===== config.mk =====
export PLATFORM = sky130hd
export DESIGN_NAME = xor_checked_frame_parser_unit_flat
export DESIGN_NICKNAME = d
export VERILOG_FILES = /design/src/rtl/xcfp_pkg.sv /design/src/rtl/xcfp_in_if.sv /design/src/rtl/xcfp_out_if.sv /design/src/rtl/xcfp_parse.sv /design/src/rtl/xcfp_out_reg.sv /design/src/rtl/xor_checked_frame_parser_unit.sv /design/src/flat_wrapper.sv
export SDC_FILE = /design/constraint.sdc
export NUM_CORES = 1
export LEC_CHECK = 0
export CAP_MARGIN = 20
export CORE_UTILIZATION = 37
export CTS_CLUSTER_SIZE = 28
export DETAILED_ROUTE_END_ITERATION = 7
export DONT_BUFFER_PORTS = 1
export HOLD_SLACK_MARGIN = 0.02
export PLACE_DENSITY_LB_ADDON = 0.15
export SLEW_MARGIN = 30
export SYNTH_ARGS = -nofsm -noshare
export SYNTH_HDL_FRONTEND = slang
export SYNTH_SLANG_ARGS = --single-unit

===== constraint.sdc =====
create_clock -name clk -period 2.8 [get_ports clk]
set_input_delay 0.56 -clock clk [delete_from_list [all_inputs] [get_ports clk]]
set_output_delay 0.56 -clock clk [all_outputs]
set_load 0.01 [all_outputs]

===== src/rtl/xcfp_pkg.sv =====
// Shared types and constants for the XOR-checked frame parser.
package xcfp_pkg;

  localparam int BUFFER_BYTES = 64;
  localparam int IDX_W        = $clog2(BUFFER_BYTES + 1);
  localparam int BYTE_W       = 8;
  localparam int STATUS_W     = 2;
  localparam int PHASE_W      = 2;
  localparam int CFG_IDX_W    = 1;

  localparam logic [STATUS_W-1:0] ST_OK       = 2'd0;
  localparam logic [STATUS_W-1:0] ST_BADSUM   = 2'd1;
  localparam logic [STATUS_W-1:0] ST_OVERFLOW = 2'd2;
  localparam logic [STATUS_W-1:0] ST_NOSTART  = 2'd3;

  localparam logic [CFG_IDX_W-1:0] CFG_START_BYTE    = 1'd0;
  localparam logic [CFG_IDX_W-1:0] CFG_CHECKSUM_SEED = 1'd1;

  localparam logic [BYTE_W-1:0] START_BYTE_RST    = 8'd177;
  localparam logic [BYTE_W-1:0] CHECKSUM_SEED_RST = 8'd255;

  typedef struct packed {
    logic                valid;
    logic [STATUS_W-1:0] status;
    logic [BYTE_W-1:0]   frame_len;
    logic [BYTE_W-1:0]   computed_checksum;
  } res_t;

endpackage


===== src/rtl/xcfp_in_if.sv =====
// Byte input channel: valid/ready handshake with one received byte.
interface xcfp_in_if import xcfp_pkg::*; ();
  logic              valid;
  logic              ready;
  logic [BYTE_W-1:0] rx_byte;

  modport source (output valid, output rx_byte, input ready);
  modport sink   (input valid, input rx_byte, output ready);
endinterface


===== src/rtl/xcfp_out_if.sv =====
// Result channel: valid/ready handshake with frame status, length and checksum.
interface xcfp_out_if import xcfp_pkg::*; ();
  logic                valid;
  logic                ready;
  logic [STATUS_W-1:0] status;
  logic [BYTE_W-1:0]   frame_len;
  logic [BYTE_W-1:0]   computed_checksum;

  modport source (output valid, output status, output frame_len,
                  output computed_checksum, input ready);
  modport sink   (input valid, input status, input frame_len,
                  input computed_checksum, output ready);
endinterface


===== src/rtl/xcfp_parse.sv =====
// Frame parser state and per-word decode: hunt, header/data, checksum check.
module xcfp_parse import xcfp_pkg::*; (
  input  logic              clk,
  input  logic              rst_n,
  input  logic              step,
  input  logic [BYTE_W-1:0] rx_byte,
  input  logic [BYTE_W-1:0] start_byte,
  input  logic [BYTE_W-1:0] checksum_seed,
  output res_t              res
);

  localparam logic [PHASE_W-1:0] PH_HUNT  = 2'd0;
  localparam logic [PHASE_W-1:0] PH_BODY  = 2'd1;
  localparam logic [PHASE_W-1:0] PH_CHECK = 2'd2;
  localparam int CMP_W = (IDX_W > BYTE_W) ? IDX_W : BYTE_W;

  logic [PHASE_W-1:0] phase_r, phase_nxt;
  logic [IDX_W-1:0]   idx_r, idx_nxt;
  logic [BYTE_W-1:0]  len_r, len_nxt;
  logic [BYTE_W-1:0]  xor_r, xor_nxt;

  always_comb begin
    phase_nxt = phase_r;
    idx_nxt   = idx_r;
    len_nxt   = len_r;
    xor_nxt   = xor_r;
    res       = '0;
    case (phase_r)
      PH_BODY: begin
        if (idx_r >= IDX_W'(BUFFER_BYTES)) begin
          res.valid             = 1'b1;
          res.status            = ST_OVERFLOW;
          res.frame_len         = len_r;
          res.computed_checksum = xor_r;
          phase_nxt             = PH_HUNT;
        end else begin
          if (idx_r == IDX_W'(1)) begin
            len_nxt = rx_byte;
          end else begin
            xor_nxt = xor_r ^ rx_byte;
          end
          if (CMP_W'(idx_r) == CMP_W'(len_nxt)) begin
            phase_nxt = PH_CHECK;
          end
          idx_nxt = idx_r + IDX_W'(1);
        end
      end
      PH_CHECK: begin
        res.valid             = 1'b1;
        res.status            = (rx_byte == xor_r) ? ST_OK : ST_BADSUM;
        res.frame_len         = len_r;
        res.computed_checksum = xor_r;
        phase_nxt             = PH_HUNT;
      end
      default: begin
        if (rx_byte == start_byte) begin
          xor_nxt   = checksum_seed;
          idx_nxt   = IDX_W'(1);
          phase_nxt = PH_BODY;
        end else begin
          res.valid  = 1'b1;
          res.status = ST_NOSTART;
          phase_nxt  = PH_HUNT;
        end
      end
    endcase
  end

  always_ff @(posedge clk) begin
    if (!rst_n) begin
      phase_r <= PH_HUNT;
      idx_r   <= '0;
      len_r   <= '0;
      xor_r   <= '0;
    end else if (step) begin
      phase_r <= phase_nxt;
      idx_r   <= idx_nxt;
      len_r   <= len_nxt;
      xor_r   <= xor_nxt;
    end
  end

  a_phase_known: assert property (@(posedge clk) disable iff (!rst_n)
    phase_r == PH_HUNT || phase_r == PH_BODY || phase_r == PH_CHECK)
    else $error("parser phase left the valid codes");

  a_idx_bound: assert property (@(posedge clk) disable iff (!rst_n)
    idx_r <= IDX_W'(BUFFER_BYTES))
    else $error("byte index beyond buffer size");

  a_body_result: assert property (@(posedge clk) disable iff (!rst_n)
    phase_r == PH_BODY && res.valid |-> res.status == ST_OVERFLOW)
    else $error("body word produced a result other than overflow");

endmodule


===== src/rtl/xcfp_out_reg.sv =====
// Result register with valid/ready toward the result channel.
module xcfp_out_reg import xcfp_pkg::*; (
  input  logic       clk,
  input  logic       rst_n,
  input  logic       load,
  input  res_t       res,
  output logic       slot_free,
  xcfp_out_if.source out_ch
);

  logic                valid_r, valid_nxt;
  logic [STATUS_W-1:0] status_r;
  logic [BYTE_W-1:0]   len_r;
  logic [BYTE_W-1:0]   sum_r;

  assign slot_free = !valid_r || out_ch.ready;

  always_comb begin
    valid_nxt = valid_r;
    if (out_ch.ready) begin
      valid_nxt = 1'b0;
    end
    if (load && res.valid) begin
      valid_nxt = 1'b1;
    end
  end

  always_ff @(posedge clk) begin
    if (!rst_n) begin
      valid_r <= 1'b0;
    end else begin
      valid_r <= valid_nxt;
    end
  end

  always_ff @(posedge clk) begin
    if (load && res.valid) begin
      status_r <= res.status;
      len_r    <= res.frame_len;
      sum_r    <= res.computed_checksum;
    end
  end

  assign out_ch.valid             = valid_r;
  assign out_ch.status            = status_r;
  assign out_ch.frame_len         = len_r;
  assign out_ch.computed_checksum = sum_r;

endmodule


===== src/rtl/xor_checked_frame_parser_unit.sv =====
// Top level of the XOR-checked frame parser: input stage, config, parser, result stage.
//
//   channel  | dir | handshake             | payload
//   ---------+-----+-----------------------+-----------------------------------------
//   in_ch    | in  | valid/ready           | rx_byte[7:0]
//   out_ch   | out | valid/ready           | status[1:0], frame_len, computed_checksum
//   cfg_*    | in  | cfg_we, no back-press | cfg_index[0], cfg_data[7:0]
//
// One word per cycle sustained while out_ch is not stalled; an accepted word passes
// through the input register, then parser decode into the result register.
// Synchronous active-low reset empties both stages, sets the parser to hunting
// and loads start byte 177 and checksum seed 255.
// A stalled result blocks the input register only once it holds a word that
// cannot advance; in_ch.ready stays high otherwise.
module xor_checked_frame_parser_unit import xcfp_pkg::*; (
  input  logic                 clk,
  input  logic                 rst_n,
  xcfp_in_if.sink              in_ch,
  xcfp_out_if.source           out_ch,
  input  logic                 cfg_we,
  input  logic [CFG_IDX_W-1:0] cfg_index,
  input  logic [BYTE_W-1:0]    cfg_data
);

  logic              in_v_r, in_v_nxt;
  logic [BYTE_W-1:0] in_byte_r;
  logic [BYTE_W-1:0] start_byte_r;
  logic [BYTE_W-1:0] checksum_seed_r;
  logic              slot_free;
  logic              advance;
  res_t              res;

  assign advance     = in_v_r && slot_free;
  assign in_ch.ready = !in_v_r || slot_free;

  always_comb begin
    in_v_nxt = in_v_r;
    if (advance) begin
      in_v_nxt = 1'b0;
    end
    if (in_ch.valid && in_ch.ready) begin
      in_v_nxt = 1'b1;
    end
  end

  always_ff @(posedge clk) begin
    if (!rst_n) begin
      in_v_r <= 1'b0;
    end else begin
      in_v_r <= in_v_nxt;
    end
  end

  always_ff @(posedge clk) begin
    if (in_ch.valid && in_ch.ready) begin
      in_byte_r <= in_ch.rx_byte;
    end
  end

  always_ff @(posedge clk) begin
    if (!rst_n) begin
      start_byte_r    <= START_BYTE_RST;
      checksum_seed_r <= CHECKSUM_SEED_RST;
    end else if (cfg_we) begin
      case (cfg_index)
        CFG_START_BYTE:    start_byte_r    <= cfg_data;
        CFG_CHECKSUM_SEED: checksum_seed_r <= cfg_data;
        default: ;
      endcase
    end
  end

  xcfp_parse u_parse (
    .clk           (clk),
    .rst_n         (rst_n),
    .step          (advance),
    .rx_byte       (in_byte_r),
    .start_byte    (start_byte_r),
    .checksum_seed (checksum_seed_r),
    .res           (res)
  );

  xcfp_out_reg u_out_reg (
    .clk       (clk),
    .rst_n     (rst_n),
    .load      (advance),
    .res       (res),
    .slot_free (slot_free),
    .out_ch    (out_ch)
  );

  a_stall_blocks: assert property (@(posedge clk) disable iff (!rst_n)
    in_v_r && out_ch.valid && !out_ch.ready |-> !in_ch.ready)
    else $error("input accepted while both stages are full");

  a_nostart_fields: assert property (@(posedge clk) disable iff (!rst_n)
    out_ch.valid && out_ch.status == ST_NOSTART
      |-> out_ch.frame_len == '0 && out_ch.computed_checksum == '0)
    else $error("not-start result carries nonzero fields");

  a_result_follows: assert property (@(posedge clk) disable iff (!rst_n)
    advance && res.valid |=> out_ch.valid)
    else $error("result lost on its way to the output register");

endmodule

===== src/flat_wrapper.sv =====
// flat-port wrapper written by rule: the top's interface ports become plain ports
module xor_checked_frame_parser_unit_flat import xcfp_pkg::*;
  (clk, rst_n, cfg_we, cfg_index, cfg_data, in_ch_valid, in_ch_rx_byte, in_ch_ready, out_ch_valid, out_ch_status, out_ch_frame_len, out_ch_computed_checksum, out_ch_ready);
  xcfp_in_if in_ch_i ();
  xcfp_out_if out_ch_i ();
  input  logic clk;
  input  logic rst_n;
  input  logic cfg_we;
  input  logic [CFG_IDX_W-1:0] cfg_index;
  input  logic [BYTE_W-1:0] cfg_data;
  input wire logic [$bits(in_ch_i.valid)-1:0] in_ch_valid;
  input wire logic [$bits(in_ch_i.rx_byte)-1:0] in_ch_rx_byte;
  output wire logic [$bits(in_ch_i.ready)-1:0] in_ch_ready;
  output wire logic [$bits(out_ch_i.valid)-1:0] out_ch_valid;
  output wire logic [$bits(out_ch_i.status)-1:0] out_ch_status;
  output wire logic [$bits(out_ch_i.frame_len)-1:0] out_ch_frame_len;
  output wire logic [$bits(out_ch_i.computed_checksum)-1:0] out_ch_computed_checksum;
  input wire logic [$bits(out_ch_i.ready)-1:0] out_ch_ready;
  assign in_ch_i.valid = in_ch_valid;
  assign in_ch_i.rx_byte = in_ch_rx_byte;
  assign in_ch_ready = in_ch_i.ready;
  assign out_ch_valid = out_ch_i.valid;
  assign out_ch_status = out_ch_i.status;
  assign out_ch_frame_len = out_ch_i.frame_len;
  assign out_ch_computed_checksum = out_ch_i.computed_checksum;
  assign out_ch_i.ready = out_ch_ready;
  xor_checked_frame_parser_unit u_core (.clk(clk), .rst_n(rst_n), .in_ch(in_ch_i), .out_ch(out_ch_i), .cfg_we(cfg_we), .cfg_index(cfg_index), .cfg_data(cfg_data));
endmodule

Word level (Yosys, flattened, before mapping)
Index checks and enable logic that the tools add are counted.
{"block": "totals", "reg_bits": 69, "latchBits": 0, "ram_bits": 0, "mem_bits_ro": 0, "input_bits": 22, "out_inout_bits": 20, "elab_cells": 66, "n_memories": 0}
{"block": "op_classes", "addsub": 1, "mul": 0, "div": 0, "magnitude_cmp": 1, "eq_ne": 9, "shifts": 0, "n_mux": 23, "bitwise_logic": 4, "n_reduce_logical": 16}
{"operator": "$mux W8", "n": 6}
{"operator": "$pmux W16 S2", "n": 1}
{"operator": "$mux W19", "n": 1}
{"operator": "$eq A8 B8 Y1", "n": 2}
{"operator": "$pmux W8 S2", "n": 1}
{"operator": "$mux W7", "n": 2}
{"operator": "$pmux W7 S2", "n": 1}
{"operator": "$eq A7 B8 Y1", "n": 1}
{"operator": "$xor A8 B8 Y8", "n": 1}
{"operator": "$add A7 B1 Y7 const B", "n": 1}
{"operator": "$eq A7 B1 Y1 const B", "n": 1}
{"operator": "$ge A7 B7 Y1 const B", "n": 1}
{"operator": "$mux W1", "n": 6}
{"operator": "$pmux W3 S2", "n": 1}
{"operator": "$reduce_and A2 Y1", "n": 3}
{"operator": "$reduce_bool A2 Y1", "n": 3}
{"operator": "$reduce_and A5 Y1", "n": 1}
{"operator": "$mux W2", "n": 2}
{"operator": "$ne A2 B2 Y1 const B", "n": 2}
{"operator": "$pmux W2 S2", "n": 1}
{"operator": "$reduce_and A4 Y1", "n": 1}
{"operator": "$logic_and A1 B1 Y1", "n": 3}
{"operator": "$mux W3", "n": 1}
{"operator": "$ne A3 B3 Y1 const B", "n": 1}
{"operator": "other kinds (6)", "n": 10}

Longest topological paths before layout
Gate-level depths: netlist of run 1.
{"block": "logic_depth", "word_depth": 8, "mapped_depth": 9, "ltp_nobuf": 8}

Hierarchy
From an unflattened synthesis of run 1, not the netlist that was laid out.
{"block": "hier_totals", "cells_unflattened": 369, "hier_area_um2": 3453.3}
{"mod": "xcfp_parse", "instances": 1, "cells_per_inst": 260, "area_each_um2": 1858.0, "seq_area_each_um2": 500.5}
{"mod": "xor_checked_frame_parser_unit", "instances": 1, "cells_per_inst": 86, "area_each_um2": 1002.2, "seq_area_each_um2": 580.6}
{"mod": "xcfp_out_reg", "instances": 1, "cells_per_inst": 23, "area_each_um2": 593.1, "seq_area_each_um2": 560.5}

Worst setup path before layout of run 1
Ideal clock, no wire load.
{"block": "synth_timing", "path_kind": "register -> register", "from": "reg u_core.u_parse.phase_r[1]", "to": "reg u_core.u_out_reg.sum_r[0] (netlist: u_core.u_out_reg.out_ch.computed_checksum[0]), enable pin", "setup_time_ns": 0.401, "t_arrival_ns": 2.179, "t_required_ns": 2.399, "setup_slack_ns": 0.220, "path_stages_with_launch": 8, "n_path_buf": 1, "period_less_slack_ns": 2.580, "cell_sequence": "dfxtp_1 > inv_1 > ha_1 > clkbuf_1 > a21oi_1 > nor2_1 > inv_1 > a21oi_1"}
{"block": "synth_via", "elab_chain_len": 3, "elab_cells_between_ends": 4, "cone_classes": "eq/ne: 2; mux: 1; reduce/logical: 1"}
{"item": "start: declaration", "line_no": "xcfp_parse.sv:17", "source": "logic [PHASE_W-1:0] phase_r, phase_nxt;"}
{"item": "start signal: assignment", "line_no": "xcfp_parse.sv:76", "source": "phase_r <= phase_nxt;"}
{"item": "$eq A2 B2 Y1 / $eq A2 B1 Y1 (equally long branches)", "line_no": "xcfp_parse.sv:28", "source": "case (phase_r)"}
{"item": "$pmux W3 S2 (*)", "line_no": "xcfp_parse.sv:28"}
{"item": "$logic_and A1 B1 Y1 (*)", "line_no": "xcfp_out_reg.sv:37", "source": "if (load && res.valid) begin"}
{"item": "end signal: assignment", "line_no": "xcfp_out_reg.sv:40", "source": "sum_r <= res.computed_checksum;"}
{"item": "end: declaration", "line_no": "xcfp_out_reg.sv:14", "source": "logic [BYTE_W-1:0] sum_r;"}
Every way passes the cells marked *; elsewhere a longest branch is shown, timed or not.
A chain may end at the register's enable or synchronous reset.

Worst setup path after layout of run 1
{"block": "layout_timing", "from": "reg u_core.u_parse.idx_r[0]", "to": "reg u_core.u_parse.phase_r[1]"}
{"block": "layout_via", "elab_chain_len": 7, "elab_cells_between_ends": 10, "cone_classes": "order compare: 1; eq/ne: 3; mux: 5; reduce/logical: 1"}
{"item": "start: declaration", "line_no": "xcfp_parse.sv:18", "source": "logic [IDX_W-1:0] idx_r, idx_nxt;"}
{"item": "start signal: assignment", "line_no": "xcfp_parse.sv:77", "source": "idx_r <= idx_nxt;"}
{"item": "$eq A7 B1 Y1", "line_no": "xcfp_parse.sv:37", "source": "if (idx_r == IDX_W'(1)) begin"}
{"item": "$mux W8", "line_no": "xcfp_parse.sv:37"}
{"item": "$mux W8", "line_no": "xcfp_parse.sv:30", "source": "if (idx_r >= IDX_W'(BUFFER_BYTES)) begin"}
{"item": "$mux W8", "line_no": "xcfp_parse.sv:28"}
{"item": "$eq A7 B8 Y1", "line_no": "xcfp_parse.sv:42", "source": "if (CMP_W'(idx_r) == CMP_W'(len_nxt)) begin"}
{"item": "$ne A3 B3 Y1 (no line)"}
{"item": "$reduce_and A2 Y1 (no line)"}
Several ways; a longest one is shown, not always the timed one. The select of a mux whose other input is x is not followed.

==> implementation parameters, run 1 <==
Parameter                              Value

Status
  Run status    finished, final reports clean

Drt
  Total DRC errors in the routed layout    0
  Via count    2437
  1st-iter DRT viols    131
  Number of routed nets with antenna violations    0
  Detail-routed net length per standard cell    16.3 um
  Final Routed Wirelength    7.62 mm
  Number of optimization iterations in the first detailed-route pass    4
  Number of vias per cell after detailed routing    5.23

CTS
  Root Driver    sky130_fd_sc_hd__clkbuf_8
  Clock insertion delay at the later pin of the skew report    0.36 ns
  Hold buffer count at CTS    0
  Number of clock sinks    69
  Clock-pin slew on the worst setup and hold paths    0.08 ns
  CTS resizes    0
  Clock buffers created by TritonCTS    9
  Post-CTS setup buffer count    0
  CTS tree    built
  Max clock buf depth    2
  H-Tree Level Count    3

Synthesis
  Share of Yosys cell area claimed by the top area cell type    26.5%
  Sequential area share after synthesis    50.6%
  Syn. warnings    0
  Commonest cells in the synthesized netlist    sky130_fd_sc_hd__nand2_1, sky130_fd_sc_hd__dfxtp_1, sky130_fd_sc_hd__edfxtp_1
  Per-instance average area after synthesis    9.27 um^2
  Post-synthesis cell type count    45
  Synth area leaders    sky130_fd_sc_hd__dfxtp_1, sky130_fd_sc_hd__edfxtp_1, sky130_fd_sc_hd__nand2_1, sky130_fd_sc_hd__xnor2_1, sky130_fd_sc_hd__and2_1
  Flop and latch count out of synthesis    69
  Yosys top cell by area    sky130_fd_sc_hd__dfxtp_1
  Number of flops mapped to enable cells by yosys    26
  Synthesized instance count    350
  Fraction of registers with async set or reset after synthesis    0%
  Most repeated cell in the gate-level netlist after synthesis    sky130_fd_sc_hd__nand2_1
  Flip-flop cell with the highest count after synthesis    sky130_fd_sc_hd__dfxtp_1
  Synthesized Nets    377
  Synthesized area    3240 um^2

Floorplanning
  Core box area    8340 um^2
  FP Rows    33
  Chip Width    95.6 um
  Die ar.    9150 um^2
  Initial Utilization    38.9%
  Die height    95.6 um
  Number of top-level pins    42

Global route
  GRT overflow    0
  Number of global-route vias before repair    2345
  Maximum number of pins on one net before global-route repair    32
  Number of antenna violations at the first check in global routing    0
  Global-route wire length before repair    12.3 mm
  Combined global-route utilization of all metal layers    18.5%

Job
  Max-cap violations    0

Power
  Combinational fraction of design power    5.5%
  Share of total power in the clock network    41.5%
  Maximum VDD drop    0.245 mV
  Switching power    489 uW
  Fraction of power spent switching nets    23.7%
  Total power divided by cell area    571 nW/um^2
  Sequential cell fraction of total power    53.1%
  Cell-internal power    1580 uW
  Lkg Pwr    0.00134 uW

Cells and area
  Post-layout nets    383
  Sequential cell area    1640 um^2
  Antenna diodes    0
  Footprint of the multi-input gates    1460 um^2
  Share of post-route cells with drive strength above 1    11.1%
  Fill count    836
  Final Non-Filler Cells    466
  Area growth from synthesis to layout    11.5%
  Finished Core Util    43.4%

Worst setup path
  Worst R2R End    u_core.u_parse.phase_r[1]$_SDFFE_PN0P_
  Data arrival time of the critical path    2.75 ns
  Worst Setup Path Type    flop to flop
  Critical Path, Cell by Cell    ha_1, nor2b_1, o221ai_1, nor4_1, o2111ai_1, or4_1, a31oi_1
  Peak fanout along the critical path    9
  Slowest stage delay, CP    0.51 ns
  Worst-case reg-to-reg path depth    7
  Startpoint of the most critical register-to-register path    u_core.u_parse.idx_r[0]$_SDFFE_PN0P_
  Data required, critical path    3.06 ns
  CP startpoint kind    flop
  Critical path endpoint category    flop
  FF-to-FF setup slack    0.31 ns
  Slowest cell on the critical path    sky130_fd_sc_hd__dfxtp_1

Timing
  Final critical path time including I/O delays and setup    2.49 ns
  Number of setup violations in the final report    0
  Share of the clock period used by the worst path    88.9%
  RSZ-0062 raised after global routing    false
  Post-route clock skew    0.0121 ns
  Worst rel slew slack    56.1%
  Measured slew at the worst slew-check pin    0.654 ns
  Max Transition Viols Final    0
  Final count of hold timing violations    0
  Setup total negative slack    0 ns
  F_max    402 MHz

Place
  Placed cells    450
  Total half-perimeter wirelength after legalization and detailed placement    5.53 mm
  Routability congestion estimate from global placement    0.877
  Quantity of I/O buffers inserted on ports    0

Min path
  Worst Hold Endpoint    u_core.start_byte_r[0]$_SDFFE_PN1P_
  Hold Crit Class    primary input to flop
  Number of cells traversed by the worst hold path    1
  Source of the worst hold timing path    rst_n
cell type report:
class	count	area share [%]
Inverter	26	2.70
Multi-Input combinational cell	240	40.5
Timing Repair Buffer	10	2.08
Tap cell	105	3.63
Sequential cell	69	45.4
Clock inverter	5	1.56
Clock buffer	11	4.19
how the worst max path moves through the flow:
stage | from | endpoint | slack [ns] | depth (start not counted)
after floorplan | u_core.u_parse.phase_r[1]$_SDFFE_PN0P_ | u_core.u_out_reg.out_ch.computed_checksum[0]$_DFFE_PP_ | 0.22 | 7
after global placement | u_core.u_parse.idx_r[0]$_SDFFE_PN0P_ | u_core.u_parse.phase_r[1]$_SDFFE_PN0P_ | 0.36 | 7
after detailed placement | u_core.u_parse.idx_r[0]$_SDFFE_PN0P_ | u_core.u_parse.phase_r[1]$_SDFFE_PN0P_ | 0.37 | 7
after CTS | u_core.u_parse.idx_r[0]$_SDFFE_PN0P_ | u_core.u_parse.phase_r[1]$_SDFFE_PN0P_ | 0.34 | 7
after global routing | u_core.u_parse.idx_r[0]$_SDFFE_PN0P_ | u_core.u_parse.phase_r[1]$_SDFFE_PN0P_ | 0.11 | 7
final | u_core.u_parse.idx_r[0]$_SDFFE_PN0P_ | u_core.u_parse.phase_r[1]$_SDFFE_PN0P_ | 0.31 | 7
through the flow:
step                      hold WS [ns]  worst slack [ns]  instance area (um^2)  total power [uW]
after floorplan                  0.449             0.220                  3240              1200
after global placement           0.466             0.364                  3400              1230
after detailed placement         0.465             0.368                  3400              1230
after CTS                        0.263             0.342                  3610              2080
after global routing             0.269             0.106                  3620              2140
final                            0.272             0.312                  3620              2070
cells by family (layout without fill, tap and decap cells):
group	count (synthesis)	after routing	synth area share, %
AO/OA/AOI/OAI	63	63	12.7
XOR/XNOR	20	20	5.40
adder cells (fa/ha/maj)	5	5	1.93
buffers and inverters	41	52	4.74
flip-flops	69	69	50.6
multiplexers	8	8	2.47
AND/OR/NAND/NOR	144	144	22.1
routing by layer:
metal	up-vias	GRT usage [%]	wire (um)	share of wire (%)
li1	1217	-	-	-
met1	1126	25.4	3820	50
met2	78	26.7	3200	42
met3	16	4.23	377	5.0
met4	0	9.83	216	2.8
met5	-	0	0	0
state kept, by name (all words and copies together), names as in the netlist:
| signal | count |
|---|---|
| u_core.in_byte_r | 8 |
| u_core.u_parse.xor_r | 8 |
| u_core.checksum_seed_r | 8 |
| u_core.u_out_reg.out_ch.computed_checksum | 8 |
| u_core.u_out_reg.out_ch.valid | 1 |
| u_core.u_out_reg.out_ch.status | 2 |
| u_core.u_parse.len_r | 8 |
| u_core.u_parse.idx_r | 7 |
| u_core.u_out_reg.out_ch.frame_len | 8 |
| u_core.u_parse.phase_r | 2 |
| u_core.start_byte_r | 8 |
| u_core.in_v_r | 1 |
critical path: cells and delay by family (launching register included):
family | cells | cell delay [ns]
fa+ha+maj | 1 | 0.22
flops | 1 | 0.51
simple gates | 3 | 1.04
compound gates | 3 | 0.63
power by group through the flow:
stage	sequential [uW]	combinational [uW]	clock, uW
CTS	1100	113	873
floorplan	1120	82.6	0
global placement	1120	112	0
global route	1100	127	916
detailed placement	1120	112	0
finish	1100	113	857
cells in the final DEF (no fill, tap or decap), types with 2 or more instances in the layout:
cell type | netlist | layout
sky130_fd_sc_hd__a21oi_1 | 18 | 17
sky130_fd_sc_hd__a31oi_1 | 2 | 2
sky130_fd_sc_hd__nor2b_1 | 5 | 5
sky130_fd_sc_hd__nor2_1 | 25 | 25
sky130_fd_sc_hd__nand2_1 | 58 | 58
sky130_fd_sc_hd__dfxtp_1 | 43 | 43
sky130_fd_sc_hd__o2111ai_1 | 4 | 4
sky130_fd_sc_hd__edfxtp_1 | 26 | 26
sky130_fd_sc_hd__xnor2_1 | 19 | 19
sky130_fd_sc_hd__o21ai_0 | 3 | 3
sky130_fd_sc_hd__ha_1 | 5 | 5
sky130_fd_sc_hd__clkbuf_8 | 0 | 11
sky130_fd_sc_hd__nand4_1 | 5 | 5
sky130_fd_sc_hd__or2b_2 | 5 | 5
sky130_fd_sc_hd__nand3_1 | 8 | 8
sky130_fd_sc_hd__and3_2 | 2 | 2
sky130_fd_sc_hd__and2_1 | 21 | 21
sky130_fd_sc_hd__nand2b_1 | 2 | 2
sky130_fd_sc_hd__inv_1 | 25 | 25
sky130_fd_sc_hd__a211oi_1 | 2 | 2
sky130_fd_sc_hd__buf_4 | 0 | 10
sky130_fd_sc_hd__nor3_1 | 3 | 3
sky130_fd_sc_hd__clkinv_1 | 1 | 2
sky130_fd_sc_hd__o211ai_1 | 9 | 9
sky130_fd_sc_hd__o221ai_1 | 2 | 2
sky130_fd_sc_hd__o22ai_1 | 16 | 16
sky130_fd_sc_hd__mux2i_1 | 8 | 8
No activity file was read; power rests on OpenSTA's default activity.
==> run 2, diff against run 1 <==
==> constraint.sdc (replaced) <==
create_clock -name clk -period 2.95 [get_ports clk]
set_input_delay 0.59 -clock clk [delete_from_list [all_inputs] [get_ports clk]]
set_output_delay 0.59 -clock clk [all_outputs]
set_load 0.01 [all_outputs]
==> implementation parameters, run 2 (synthesis gave the netlist of run 1 again) <==
Parameter                              Value

CTS
  Max clock buf depth    2 (unchanged)
  Clock-pin slew on the worst setup and hold paths    0.08 ns (about the same)
  Clock buffers created by TritonCTS    9 (unchanged)
  Hold buffer count at CTS    0 (unchanged)
  Root Driver    sky130_fd_sc_hd__clkbuf_8
  CTS tree    built
  CTS resizes    0 (unchanged)
  H-Tree Level Count    3 (unchanged)
  Clock insertion delay at the later pin of the skew report    0.36 ns (about the same)
  Number of clock sinks    69 (unchanged)
  Post-CTS setup buffer count    0 (unchanged)

Drt
  Via count    2404 (-1.4%)
  Detail-routed net length per standard cell    16.4 um (+0.31%)
  Highest Signal Layer    met4
  Total DRC errors in the routed layout    0 (unchanged)
  Routed metal-1 wire length    3.64 mm (-4.6%)
  Routed met2 length    3.33 mm (+4.1%)
  Number of optimization iterations in the first detailed-route pass    4 (unchanged)
  Sum of met3 wire segment lengths after detailed routing    466 um (+24%)
  Number of vias per cell after detailed routing    5.17 (-1.1%)
  Final Routed Wirelength    7.62 mm (about the same)
  1st-iter DRT viols    261 (+99%)
  Number of routed nets with antenna violations    0 (unchanged)

Worst setup path
  Worst R2R End    u_core.u_parse.phase_r[1]$_SDFFE_PN0P_
  Critical path endpoint category    flop
  Worst-case reg-to-reg path depth    7 (unchanged)
  Data arrival time of the critical path    2.76 ns (about the same)
  Data required, critical path    3.21 ns (+0.15 ns)
  Worst Setup Path Type    flop to flop
  Peak fanout along the critical path    9 (unchanged)
  FF-to-FF setup slack    0.46 ns (+0.15 ns)
  CP startpoint kind    flop
  Startpoint of the most critical register-to-register path    u_core.u_parse.idx_r[0]$_SDFFE_PN0P_

Place
  Placed cells    449 (-0.22%)
  Placement Cell Area    3400 um^2 (unchanged)
  Total half-perimeter wirelength after legalization and detailed placement    5.49 mm (-0.71%)
  Quantity of I/O buffers inserted on ports    0 (unchanged)
  Routability congestion estimate from global placement    0.885 (+0.97%)

Min path
  Source of the worst hold timing path    rst_n
  Worst Hold Endpoint    u_core.start_byte_r[0]$_SDFFE_PN1P_
  Number of cells traversed by the worst hold path    1 (unchanged)
  Hold Crit Class    primary input to flop

Timing
  Final critical path time including I/O delays and setup    2.49 ns (+0.00492 ns)
  Number of setup violations in the final report    0 (unchanged)
  RSZ-0062 raised after global routing    false
  Share of the clock period used by the worst path    84.5% (-4.4 points)
  Setup total negative slack    0 ns (unchanged)
  Worst hold slack    0.304 ns (+0.0320 ns)
  Max Transition Viols Final    0 (unchanged)
  Measured slew at the worst slew-check pin    0.661 ns (+0.00713 ns)
  Final count of hold timing violations    0 (unchanged)
  F_max    401 MHz (-0.20%)
  Worst rel slew slack    55.9% (-0.21 points)
  Post-route clock skew    0.00860 ns (-0.00353 ns)

Cells and area
  Most common cell after layout, fill and taps aside    sky130_fd_sc_hd__nand2_1
  Fill count    845 (+1.1%)
  Post-layout nets    382 (-0.26%)
  Highest-count cells in the layout ignoring fill and taps    sky130_fd_sc_hd__nand2_1, sky130_fd_sc_hd__dfxtp_1, sky130_fd_sc_hd__edfxtp_1
  Final Non-Filler Cells    465 (-0.21%)
  Share of post-route cells with drive strength above 1    10.8% (-0.25 points)
  Antenna diodes    0 (unchanged)
  Final std cell area, no fill    3580 um^2 (-1.0%)
  Area growth from synthesis to layout    10.3%

Global route
  Maximum number of pins on one net before global-route repair    32 (unchanged)
  GRT overflow    0 (unchanged)
  Combined global-route utilization of all metal layers    18.6% (+0.086 points)
  Number of antenna violations at the first check in global routing    0 (unchanged)
  Number of global-route vias before repair    2294 (-2.2%)
  Global-route wire length before repair    12.2 mm (-1.2%)

Job
  Max-cap violations    0 (unchanged)

Floorplanning
  Core box area    8340 um^2 (unchanged)
  Die height    95.6 um (unchanged)
  Die ar.    9150 um^2 (unchanged)
  Initial Utilization    38.9% (unchanged)
  FP Rows    33 (unchanged)
  Number of top-level pins    42 (unchanged)
  Chip Width    95.6 um (unchanged)

Status
  Run status    finished, final reports clean

Power
  Maximum VDD drop    0.285 mV (+16%)
  Total power divided by cell area    519 nW/um^2 (-9.1%)
  Lkg Pwr    0.00132 uW (-1.3%)
run 2: report_power, final:
group	switching (uW)	internal, uW
sequential	21.1	1020
clock	364	347
combinational	66.6	40.6
total	452	1410
run 2: worst max-delay path, cell delays in order (launching register included):
cell and delay, ns:
sky130_fd_sc_hd__dfxtp_1 0.54, sky130_fd_sc_hd__ha_1 0.26, sky130_fd_sc_hd__nor2b_1 0.38, sky130_fd_sc_hd__o221ai_1 0.19
sky130_fd_sc_hd__nor4_1 0.21, sky130_fd_sc_hd__o2111ai_1 0.23, sky130_fd_sc_hd__or4_1 0.44, sky130_fd_sc_hd__a31oi_1 0.16
run 2: layer usage:
layer	vias up	track usage, %
li1	1213	-
met1	1097	24.9
met2	78	26.9
met3	16	5.42
met4	0	9.45
met5	-	0
run 2: area by class of cell:
| type | count | area [um^2] | share of cell area, % |
|---|---|---|---|
| Clock buffer | 12 | 155 | 4.33 |
| Clock inverter | 4 | 22.5 | 0.629 |
| Inverter | 26 | 97.6 | 2.73 |
| Multi-Input combinational cell | 240 | 1460 | 40.9 |
| Sequential cell | 69 | 1640 | 45.9 |
| Tap cell | 105 | 131 | 3.67 |
| Timing Repair Buffer | 9 | 67.6 | 1.89 |
run 2: stage by stage:
step	total power, uW	utilization (%)	worst slack (ns)
after detailed placement	1170	40.8	0.535
after floorplan	1140	-	0.370
after global routing	1940	42.9	0.343
final	1860	42.9	0.457
after global placement	1170	40.7	0.486
after CTS	1870	42.9	0.523
run 2: worst max-delay path by stage:
stage,slack (ns),from,to
after floorplan,0.37,u_core.u_parse.phase_r[1]$_SDFFE_PN0P_,u_core.u_out_reg.out_ch.computed_checksum[0]$_DFFE_PP_
after global placement,0.49,u_core.u_parse.idx_r[0]$_SDFFE_PN0P_,u_core.u_parse.phase_r[1]$_SDFFE_PN0P_
after detailed placement,0.54,u_core.u_parse.idx_r[0]$_SDFFE_PN0P_,u_core.u_parse.phase_r[1]$_SDFFE_PN0P_
after CTS,0.52,u_core.u_parse.idx_r[0]$_SDFFE_PN0P_,u_core.u_parse.phase_r[1]$_SDFFE_PN0P_
after global routing,0.34,u_core.u_parse.idx_r[0]$_SDFFE_PN0P_,u_core.u_parse.phase_r[1]$_SDFFE_PN0P_
final,0.46,u_core.u_parse.idx_r[0]$_SDFFE_PN0P_,u_core.u_parse.phase_r[1]$_SDFFE_PN0P_
